<file path="src/rtl/sccc_pkg.sv">
`timescale 1ns / 1ps
package sccc_pkg;

  localparam int SetCountDef  = 256;
  localparam int WayCountDef  = 4;
  localparam int LineBytesDef = 64;

  typedef enum logic [2:0] {
    ST_I  = 3'd0,
    ST_S  = 3'd1,
    ST_E  = 3'd2,
    ST_M  = 3'd3,
    ST_SC = 3'd4,
    ST_SM = 3'd5
  } line_state_e;

  typedef enum logic [2:0] {
    OP_RD     = 3'd0,
    OP_WR     = 3'd1,
    OP_BUSRD  = 3'd2,
    OP_BUSRDX = 3'd3,
    OP_BUSUPG = 3'd4,
    OP_BUSUPD = 3'd5
  } op_e;

  typedef enum logic [1:0] {
    MODE_MSI    = 2'd0,
    MODE_MESI   = 2'd1,
    MODE_DRAGON = 2'd2
  } mode_e;

  typedef enum logic [1:0] {
    CTL_IDLE,
    CTL_CLEAR,
    CTL_LOOKUP
  } ctl_e;

  typedef struct packed {
    logic [2:0]  operation;
    logic [31:0] address;
    logic        shared_elsewhere;
  } req_t;

  typedef struct packed {
    logic hit;
    logic issue_bus_read;
    logic issue_bus_read_excl;
    logic issue_bus_upgrade;
    logic issue_bus_update;
    logic victim_writeback;
    logic flush;
    logic intervention;
    logic invalidation;
    logic cache_to_cache;
    logic memory_transaction;
  } rsp_t;

endpackage

</file>
<file path="src/rtl/sccc_protocol.sv">
`timescale 1ns / 1ps
module sccc_protocol import sccc_pkg::*; #(
  parameter int WayCount = WayCountDef,
  parameter int TagW     = 18,
  parameter int RankW    = (WayCount > 1) ? $clog2(WayCount) : 1
) (
  input  req_t                           req_i,
  input  logic [TagW-1:0]                tag_i,
  input  logic [1:0]                     mode_i,
  input  logic [WayCount-1:0][TagW-1:0]  tag_rd_i,
  input  logic [WayCount-1:0][2:0]       st_rd_i,
  input  logic [WayCount-1:0][RankW-1:0] rank_rd_i,
  output logic [WayCount-1:0][TagW-1:0]  tag_wr_o,
  output logic [WayCount-1:0][2:0]       st_wr_o,
  output logic [WayCount-1:0][RankW-1:0] rank_wr_o,
  output rsp_t                           rsp_o
);

  localparam int WayW = (WayCount > 1) ? $clog2(WayCount) : 1;

  logic            present, any_inv, wr, sh, local_op;
  logic [WayW-1:0] hit_way, inv_way, lru_way, sel_way;
  logic [2:0]      st, nst;
  logic [1:0]      mode;
  logic [RankW-1:0] sel_rank;

  always_comb begin
    present = 1'b0;
    hit_way = '0;
    any_inv = 1'b0;
    inv_way = '0;
    lru_way = '0;
    for (int w = WayCount - 1; w >= 0; w--) begin
      if (st_rd_i[w] != ST_I && tag_rd_i[w] == tag_i) begin
        present = 1'b1;
        hit_way = WayW'(w);
      end
      if (st_rd_i[w] == ST_I) begin
        any_inv = 1'b1;
        inv_way = WayW'(w);
      end
    end
    for (int w = 1; w < WayCount; w++) begin
      if (rank_rd_i[w] > rank_rd_i[lru_way]) lru_way = WayW'(w);
    end
  end

  always_comb begin
    mode     = (mode_i == 2'd3) ? MODE_MSI : mode_i;
    wr       = req_i.operation == OP_WR;
    sh       = req_i.shared_elsewhere;
    local_op = req_i.operation == OP_RD || req_i.operation == OP_WR;
    sel_way  = present ? hit_way : (any_inv ? inv_way : lru_way);
    st       = st_rd_i[sel_way];
    sel_rank = rank_rd_i[sel_way];
    nst      = st;
    rsp_o    = '0;
    tag_wr_o = tag_rd_i;
    rank_wr_o = rank_rd_i;
    if (req_i.operation <= OP_BUSUPD) rsp_o.hit = present;
    if (local_op) begin
      // promote the touched way, age the more recent ones
      for (int w = 0; w < WayCount; w++) begin
        if (rank_rd_i[w] < sel_rank) rank_wr_o[w] = rank_rd_i[w] + RankW'(1);
      end
      rank_wr_o[sel_way] = '0;
    end
    if (local_op && !present) begin
      tag_wr_o[sel_way] = tag_i;
      rsp_o.victim_writeback = st == ST_M || st == ST_SM;
      unique case (mode)
        MODE_MESI: begin
          rsp_o.cache_to_cache     = sh;
          rsp_o.memory_transaction = !sh;
          if (wr) begin
            nst = ST_M; rsp_o.issue_bus_read_excl = 1'b1;
          end else begin
            nst = sh ? ST_S : ST_E; rsp_o.issue_bus_read = 1'b1;
          end
        end
        MODE_DRAGON: begin
          rsp_o.memory_transaction = 1'b1;
          rsp_o.issue_bus_read     = 1'b1;
          if (wr) begin
            nst = sh ? ST_SM : ST_M; rsp_o.issue_bus_update = sh;
          end else begin
            nst = sh ? ST_SC : ST_E;
          end
        end
        default: begin
          rsp_o.memory_transaction = 1'b1;
          if (wr) begin
            nst = ST_M; rsp_o.issue_bus_read_excl = 1'b1;
          end else begin
            nst = ST_S; rsp_o.issue_bus_read = 1'b1;
          end
        end
      endcase
    end else if (local_op) begin
      if (wr) begin
        unique case (mode)
          MODE_MESI: begin
            if (st == ST_S) begin
              rsp_o.issue_bus_upgrade = 1'b1; nst = ST_M;
            end else if (st == ST_E) nst = ST_M;
          end
          MODE_DRAGON: begin
            if (st == ST_E) nst = ST_M;
            else if (st == ST_SC) begin
              rsp_o.issue_bus_update = 1'b1; nst = sh ? ST_SM : ST_M;
            end else if (st == ST_SM) begin
              rsp_o.issue_bus_update = 1'b1; if (!sh) nst = ST_M;
            end
          end
          default: begin
            if (st == ST_S) begin
              rsp_o.issue_bus_read_excl = 1'b1;
              rsp_o.memory_transaction  = 1'b1;
              nst = ST_M;
            end
          end
        endcase
      end
    end else if (present) begin
      case (req_i.operation)
        OP_BUSRD: begin
          if (mode == MODE_DRAGON) begin
            if (st == ST_M) begin
              nst = ST_SM; rsp_o.intervention = 1'b1; rsp_o.flush = 1'b1;
            end else if (st == ST_E) begin
              nst = ST_SC; rsp_o.intervention = 1'b1;
            end else if (st == ST_SM) rsp_o.flush = 1'b1;
          end else if (st == ST_M) begin
            nst = ST_S;
            rsp_o.flush = 1'b1; rsp_o.memory_transaction = 1'b1;
            rsp_o.intervention = 1'b1;
          end else if (mode == MODE_MESI && st == ST_E) begin
            nst = ST_S; rsp_o.intervention = 1'b1;
          end
        end
        OP_BUSRDX: begin
          if (st == ST_M) begin
            rsp_o.flush = 1'b1; rsp_o.memory_transaction = 1'b1;
          end
          nst = ST_I;
          rsp_o.invalidation = 1'b1;
        end
        OP_BUSUPG: begin
          if (st == ST_S) begin
            nst = ST_I; rsp_o.invalidation = 1'b1;
          end
        end
        OP_BUSUPD: if (st == ST_SM) nst = ST_SC;
        default: ;
      endcase
    end
    st_wr_o = st_rd_i;
    st_wr_o[sel_way] = nst;
  end

endmodule

</file>
<file path="config.mk">
export PLATFORM = sky130hd
export DESIGN_NAME = sccc_protocol
export DESIGN_NICKNAME = d
export VERILOG_FILES = /design/src/rtl/sccc_pkg.sv /design/src/rtl/sccc_protocol.sv
export SDC_FILE = /design/constraint.sdc
export NUM_CORES = 1
export LEC_CHECK = 0
export BUFFER_PORTS_ARGS = -buffer_cell sky130_fd_sc_hd__buf_2
export CAP_MARGIN = 20
export CORE_AREA = 2 2 96 98
export DETAILED_ROUTE_END_ITERATION = 10
export DIE_AREA = 0 0 98 100
export GPL_TIMING_DRIVEN = 0
export PLACE_DENSITY = 0.79
export SETUP_SLACK_MARGIN = 0.2
export SLEW_MARGIN = 20
export SYNTH_ARGS = -nofsm -noshare
export SYNTH_HDL_FRONTEND = slang
export SYNTH_SLANG_ARGS = --single-unit
</file>
<file path="constraint.sdc">
create_clock -name vclk -period 5.3
set_input_delay 0 -clock vclk [all_inputs]
set_output_delay 0 -clock vclk [all_outputs]
set_load 0.02 [all_outputs]
</file>
==> metrics, run 1 <==
worst relative slew slack 0.426; worst hold slack 0.356 ns; share of the clock period used by the worst path after layout 0.895; largest net degree at the start of global routing 11; post-route total power roughly 800 uW; status finished, final reports clean; synthesized net count approximately 650; maximum clock frequency roughly 210 MHz; kind of start point of the critical path input port; worst setup path category in -> out; DR vias/cell between 5 and 6; Ports 251; Critical Path Sink Type output pin; top post-synthesis cells by area sky130_fd_sc_hd__mux2_2 23%, sky130_fd_sc_hd__xnor2_1 13%, sky130_fd_sc_hd__xor2_1 5.2%; maximum fanout count along the critical path 9; GRT overflow 0; first-pass iteration count of the detailed router 5; flip-flop and latch count 0; final count of hold timing violations 0; sequential cell area 0 sq um; Post-Layout Cell Count 801; Std-Cell Core Area between 8000 and 9000 sq um; Power Density around 170 nW/um^2; Total Wirelength around 16000 um; GRT Resource Usage Total 0.296; final weighted congestion of routability-driven global placement approximately 0.96; number of global-route vias before repair around 4600; half-perimeter wire length of the detailed placement result roughly 13000 um; antenna violations before repair 0; Fin Setup TNS 0 ns; signed area change from the synthesized netlist to the final layout 33.7%; yosys synthesis warning count 0; cell taking the most area after synthesis sky130_fd_sc_hd__mux2_2; Critical Path RT roughly 5.3 ns; post-route minimum period around 4.7 ns; Max VDD drop about 0.11 mV; Max-cap violations 0; mean cell area of the mapped netlist around 7.3 sq um; number of distinct library cells after synthesis 61; share of cells above drive strength 1 0.475; Fill cells 884; Initial Utilization 0.402; wire length of the first global-routing pass between 20000 and 25000 um; setup repair after global routing missed its margin false; post-synth top area share 0.227; number of cells produced by synthesis ~490; final net count 853; WL per Instance between 15 and 20 um; total of buffers placed on input and output ports ~200; number of placed cells counting well taps 800; total number of placement rows 35; leakage power total approximately 2.1 nW; Min-Delay Path Class in -> out; CLK BUF 0; Worst Tran Pin Value roughly 0.85 ns; Routed Antenna Nets 0; initial drt markers 246; Antenna Diode Count 0; max-slew violation total from the final report 0; die extent in y 100 um; post-layout util 0.537; mapped cell area between 3000 and 4000 sq um; full die area 9800 sq um; data arrival time at the worst-slack endpoint 4.74 ns; Die Span X slightly below 100 um; vias after detailed routing between 4000 and 5000; Setup Viol. Count Final 0; fraction of the yosys area taken by sequential cells 0; post-route DRC violation count 0
synth_stat cells (10+ instances only):
| cell type | number |
|---|---|
| sky130_fd_sc_hd__a21oi_1 | 16 |
| sky130_fd_sc_hd__a31oi_1 | 12 |
| sky130_fd_sc_hd__buf_2 | 19 |
| sky130_fd_sc_hd__ha_1 | 13 |
| sky130_fd_sc_hd__inv_1 | 12 |
| sky130_fd_sc_hd__mux2_2 | 72 |
| sky130_fd_sc_hd__nand2_1 | 33 |
| sky130_fd_sc_hd__nand2b_1 | 10 |
| sky130_fd_sc_hd__nand3_1 | 17 |
| sky130_fd_sc_hd__nand4_1 | 18 |
| sky130_fd_sc_hd__nor2_1 | 39 |
| sky130_fd_sc_hd__nor3_1 | 16 |
| sky130_fd_sc_hd__o21ai_0 | 23 |
| sky130_fd_sc_hd__xnor2_1 | 51 |
| sky130_fd_sc_hd__xor2_1 | 21 |
cells by family after synthesis:
family	after synthesis	share of synthesized area
and+or+nand+nor	195	0.309
AOI/OAI and AO/OA	86	0.161
muxes	78	0.245
xor gates and xnor gates	72	0.177
buffers and inverters	44	0.0624
adders and majority gates	13	0.0456
worst max-delay path, cell delays in order:
cell and delay (ns):
sky130_fd_sc_hd__buf_2 0.13, sky130_fd_sc_hd__inv_1 0.08, sky130_fd_sc_hd__ha_1 0.34, sky130_fd_sc_hd__nor2_1 0.19, sky130_fd_sc_hd__o22ai_4 0.13, sky130_fd_sc_hd__o21ai_1 0.20
sky130_fd_sc_hd__ha_1 0.26, sky130_fd_sc_hd__nand2_1 0.08, sky130_fd_sc_hd__o21a_2 0.18, sky130_fd_sc_hd__nor2_1 0.06, sky130_fd_sc_hd__a21oi_1 0.12, sky130_fd_sc_hd__ha_1 0.25
sky130_fd_sc_hd__nor2b_1 0.13, sky130_fd_sc_hd__o21ai_0 0.20, sky130_fd_sc_hd__o2111ai_1 0.16, sky130_fd_sc_hd__nand2_1 0.14, sky130_fd_sc_hd__a211oi_2 0.11, sky130_fd_sc_hd__or2_1 0.28
sky130_fd_sc_hd__buf_6 0.14, sky130_fd_sc_hd__or4_4 0.52, sky130_fd_sc_hd__a31oi_2 0.31, sky130_fd_sc_hd__o21a_1 0.17, sky130_fd_sc_hd__o211ai_2 0.11, sky130_fd_sc_hd__a31oi_1 0.22
sky130_fd_sc_hd__buf_2 0.21
report_power, final:
part | switching, mW | internal, mW
Combinational | 0.504 | 0.313
Clock | 0 | 0
Sequential | 0 | 0
Total | 0.504 | 0.313
layout by cell type (no fill, tap or decap), types with 3 or more instances in the layout:
| cell | synthesis | layout |
|---|---|---|
| sky130_fd_sc_hd__nor2b_1 | 4 | 4 |
| sky130_fd_sc_hd__buf_2 | 19 | 220 |
| sky130_fd_sc_hd__inv_1 | 12 | 12 |
| sky130_fd_sc_hd__o211ai_1 | 4 | 4 |
| sky130_fd_sc_hd__xor2_1 | 21 | 21 |
| sky130_fd_sc_hd__buf_6 | 3 | 3 |
| sky130_fd_sc_hd__nor2_1 | 39 | 37 |
| sky130_fd_sc_hd__ha_1 | 13 | 13 |
| sky130_fd_sc_hd__o21a_1 | 7 | 6 |
| sky130_fd_sc_hd__nand4_1 | 18 | 18 |
| sky130_fd_sc_hd__clkbuf_1 | 7 | 6 |
| sky130_fd_sc_hd__o21ai_0 | 23 | 21 |
| sky130_fd_sc_hd__nor2_2 | 1 | 3 |
| sky130_fd_sc_hd__or4_1 | 4 | 4 |
| sky130_fd_sc_hd__nor4_1 | 8 | 7 |
| sky130_fd_sc_hd__nand2_1 | 33 | 33 |
| sky130_fd_sc_hd__a21oi_1 | 16 | 16 |
| sky130_fd_sc_hd__or3_1 | 5 | 5 |
| sky130_fd_sc_hd__a31oi_1 | 12 | 12 |
| sky130_fd_sc_hd__nand2b_1 | 10 | 10 |
| sky130_fd_sc_hd__nor4b_1 | 4 | 4 |
| sky130_fd_sc_hd__mux2_2 | 72 | 72 |
| sky130_fd_sc_hd__nand3_1 | 17 | 16 |
| sky130_fd_sc_hd__a211oi_1 | 7 | 6 |
| sky130_fd_sc_hd__xnor2_1 | 51 | 51 |
| sky130_fd_sc_hd__and3_1 | 6 | 6 |
| sky130_fd_sc_hd__nor3_1 | 16 | 14 |
| sky130_fd_sc_hd__buf_4 | 3 | 4 |
| sky130_fd_sc_hd__nand3b_1 | 3 | 3 |
| sky130_fd_sc_hd__nor4_2 | 2 | 3 |
| sky130_fd_sc_hd__or4_4 | 3 | 3 |
| sky130_fd_sc_hd__nor3b_1 | 3 | 3 |
| sky130_fd_sc_hd__mux2_1 | 4 | 4 |
per-layer routing:
| layer | global-route usage | routed length [um] |
|---|---|---|
| met1 | 0.366 | 6180 |
| met5 | 0 | 0 |
| met3 | 0.0439 | 1350 |
| met4 | 0.0962 | 564 |
| met2 | 0.529 | 7550 |
worst paths after layout:
kind	depth (start not counted)	slack (ns)	from	endpoint
hold / removal	3	0.36	rank_rd_i[2]	rank_wr_o[2]
setup / recovery	25	0.56	rank_rd_i[1]	st_wr_o[10]
stage by stage:
step	cell area (sq um)	worst slack, ns
finish	4770	0.558
detailed placement	4720	-0.196
floorplan	3570	0.704
global route	4770	0.189
CTS	4720	0.260
global placement	4710	-0.0223
repair_timing:
item,4_1_cts,5_1_grt
hold endpoints to repair,0,0
setup endpoints to repair,8,60
setup buffers,0,1
pin swaps,0,1
hold buffers,0,0
gates cloned,0,0
resized for setup,3,9
final cells by class:
type / instances / area, sq um / share of cell area
tap: 111 / 139 / 0.0291
buffer: 32 / 179 / 0.0375
timing repair buffer: 202 / 1010 / 0.212
inverter: 12 / 45.0 / 0.00944
multi-input combinational: 444 / 3400 / 0.712
(Power assumes the default switching activity.)
==> run 2, diff against run 1 <==
--- a/config.mk
+++ b/config.mk
@@ -6,11 +6,12 @@
 export NUM_CORES = 1
 export LEC_CHECK = 0
+export ABC_AREA = 1
 export BUFFER_PORTS_ARGS = -buffer_cell sky130_fd_sc_hd__buf_2
 export CAP_MARGIN = 20
-export CORE_AREA = 2 2 96 98
+export CORE_AREA = 2 2 98 100
 export DETAILED_ROUTE_END_ITERATION = 10
-export DIE_AREA = 0 0 98 100
+export DIE_AREA = 0 0 100 102
 export GPL_TIMING_DRIVEN = 0
-export PLACE_DENSITY = 0.79
+export PLACE_DENSITY = 0.77
 export SETUP_SLACK_MARGIN = 0.2
 export SLEW_MARGIN = 20
==> constraint.sdc (replaced) <==
create_clock -name vclk -period 5.3
set_input_delay 0 -clock vclk [all_inputs]
set_output_delay 0 -clock vclk [all_outputs]
set_load 0.1 [all_outputs]
==> run 2 against run 1 <==
  * Sequential share of layout area unchanged
  * Via count increased by 18%
  * Wire length increased by 5.5%
  * Final cell count increased by 34%
  * Area after synthesis increased by 2.7%
  * Worst setup slack got worse by 0.15 ns
  * Non-clock buffer count increased by 15
  * Cell area increased by 7.8%
  * Count of clock-buffer cells in the layout unchanged
  * First-iteration DRC count increased by 63%
  * Core utilization increased by 2.8 points
  * Largest power group unchanged
==> metrics, run 2 <==
number of buffer and inverter stages on the critical path 8; final weighted congestion of routability-driven global placement 0.989; WL per Instance between 15 and 20 um; Ports ~250; cell taking the most area after synthesis sky130_fd_sc_hd__nand2_1; synthesized net count 900; Die Span X 100 um; DR vias/cell between 5 and 6; sequential cell area 0 sq um; largest delay contributor family on the critical path simple AND/OR/NAND/NOR gates; startpoint of the worst hold path req_i[34]; most frequent standard cell in the layout excluding fill and tap cells sky130_fd_sc_hd__nand2_1; worst relative slew slack 0.446; maximum clock frequency 205 MHz; largest stage delay on the critical path around 0.53 ns; number of global-route vias before repair 4979; Commonest cells post-synth 285 x sky130_fd_sc_hd__nand2_1, 87 x sky130_fd_sc_hd__inv_1, 72 x sky130_fd_sc_hd__o21ai_0; maximum fanout count along the critical path 5; clock network fraction of total power 0; Power Density around 290 nW/um^2; setup repair after global routing missed its margin false; share of cells above drive strength 1 0.339; initial drt markers 400; leakage power total 3.03 nW; first-pass iteration count of the detailed router 5; internal power summed over all cells ~330 uW; flip-flop and latch count 0; Max-cap violations 0; Total Wirelength 16500 um; max-slew violation total from the final report 0; post-route minimum period 4.89 ns; half-perimeter wire length of the detailed placement result ~13000 um; Fin Setup TNS 0 ns; Routed Antenna Nets 0; Setup Viol. Count Final 0; final count of hold timing violations 0; kind of start point of the critical path input port; Fill cells a little under 1000; Max stage delay cell, worst path sky130_fd_sc_hd__or4_4; Min-Delay Path Class in -> out; signed area change from the synthesized netlist to the final layout 40.4%; status finished, final reports clean; switching pwr 1.16 mW; Std-Cell Core Area between 9000 and 10000 sq um; switching fraction of total power 0.776; wire length of the first global-routing pass about 25000 um; Critical Path RT 5.30 ns; die extent in y 102 um; power share of the combinational group 1.000; CLK BUF 0; most used standard cell by instance count after synthesis sky130_fd_sc_hd__nand2_1; number of distinct library cells after synthesis 39; number of buffers inserted by hold repair at cts 0; GRT overflow 0; Initial Utilization 0.402; total of buffers placed on input and output ports 211; top library cells by usage in the layout, fill and taps aside 284 x sky130_fd_sc_hd__nand2_1, 214 x sky130_fd_sc_hd__buf_2, 83 x sky130_fd_sc_hd__inv_1; post-route DRC violation count 0; yosys synthesis warning count 0; worst setup path category in -> out; top post-synthesis cells by area sky130_fd_sc_hd__nand2_1 29%, sky130_fd_sc_hd__o21ai_0 9.8%, sky130_fd_sc_hd__xnor2_1 9.1%; final net count 1128; total number of placement rows 35; post-synth top area share 0.292; Antenna Diode Count 0; post-route total power approximately 1.5 mW; vias after detailed routing 5502; Worst Tran Pin Value between 0.8 and 0.9 ns; final worst slack between 0.4 and 0.5 ns; mean cell area of the mapped netlist a little under 5 sq um; number of cells produced by synthesis about 740; part of the power in registers 0; fraction of the yosys area taken by sequential cells 0; Max VDD drop 0.261 mV; data arrival time at the worst-slack endpoint roughly 4.9 ns; worst hold slack ~0.48 ns; crit path launch rank_rd_i[3]; GRT Resource Usage Total 0.304; antenna violations before repair 0; mapped cell area approximately 3700 sq um; pre-CTS setup slack -0.651 ns; Critical Path Sink Type output pin; share of the clock period used by the worst path after layout 0.923; largest net degree at the start of global routing 11; full die area 10200 sq um
==> run 2: through the flow <==
stage / area, sq um / instances / utilization
after floorplan: 3700 / 739 / -
after global placement: 4890 / 1061 / 0.537
after detailed placement: 4890 / 1061 / 0.537
after CTS: 4950 / 1064 / 0.544
after global routing: 5150 / 1076 / 0.565
final: 5150 / 1076 / 0.565
==> run 2: cell type report <==
cell class	instances	area, sq um	share of cell area
well taps	111	139	0.0270
plain buffers	23	151	0.0294
repair buffers	226	1210	0.235
multi-input cells	611	3230	0.628
inverters	105	414	0.0805
==> run 2: per-layer routing <==
| layer | up-vias | part of all wire | global-route usage |
|---|---|---|---|
| met5 | - | 0 | 0 |
| met4 | 0 | 0.022 | 0.0527 |
| met3 | 35 | 0.099 | 0.0438 |
| met2 | 307 | 0.45 | 0.516 |
| met1 | 2389 | 0.43 | 0.417 |
| li1 | 2771 | - | - |
==> run 2: path summary, 6_finish.rpt <==
check / endpoint / slack [ns] / cells past startpoint
min: rsp_o[10] / 0.48 / 3
max: rank_wr_o[7] / 0.41 / 32
==> run 2: cells by family (layout without fill, tap and decap cells) <==
group           after synthesis  in the layout  share of synthesized area
xor+xnor                     46             46                      0.110
simple gates                426            426                      0.514
fa+ha+maj                    13             13                     0.0444
buf+inv                     128            354                      0.150
compound gates              126            126                      0.182
==> run 2: power groups by stage <==
stage | logic [mW] | registers (mW) | clock network [mW]
floorplan | 1.13 | 0 | 0
global placement | 1.39 | 0 | 0
detailed placement | 1.39 | 0 | 0
CTS | 1.41 | 0 | 0
global route | 1.57 | 0 | 0
finish | 1.49 | 0 | 0
==> run 2: what timing repair did <==
item / in CTS / in global routing
buffers inserted: 3 / 12
setup endpoints to repair: 9 / 20
gates resized for setup: 9 / 29
pin swaps: 2 / 13
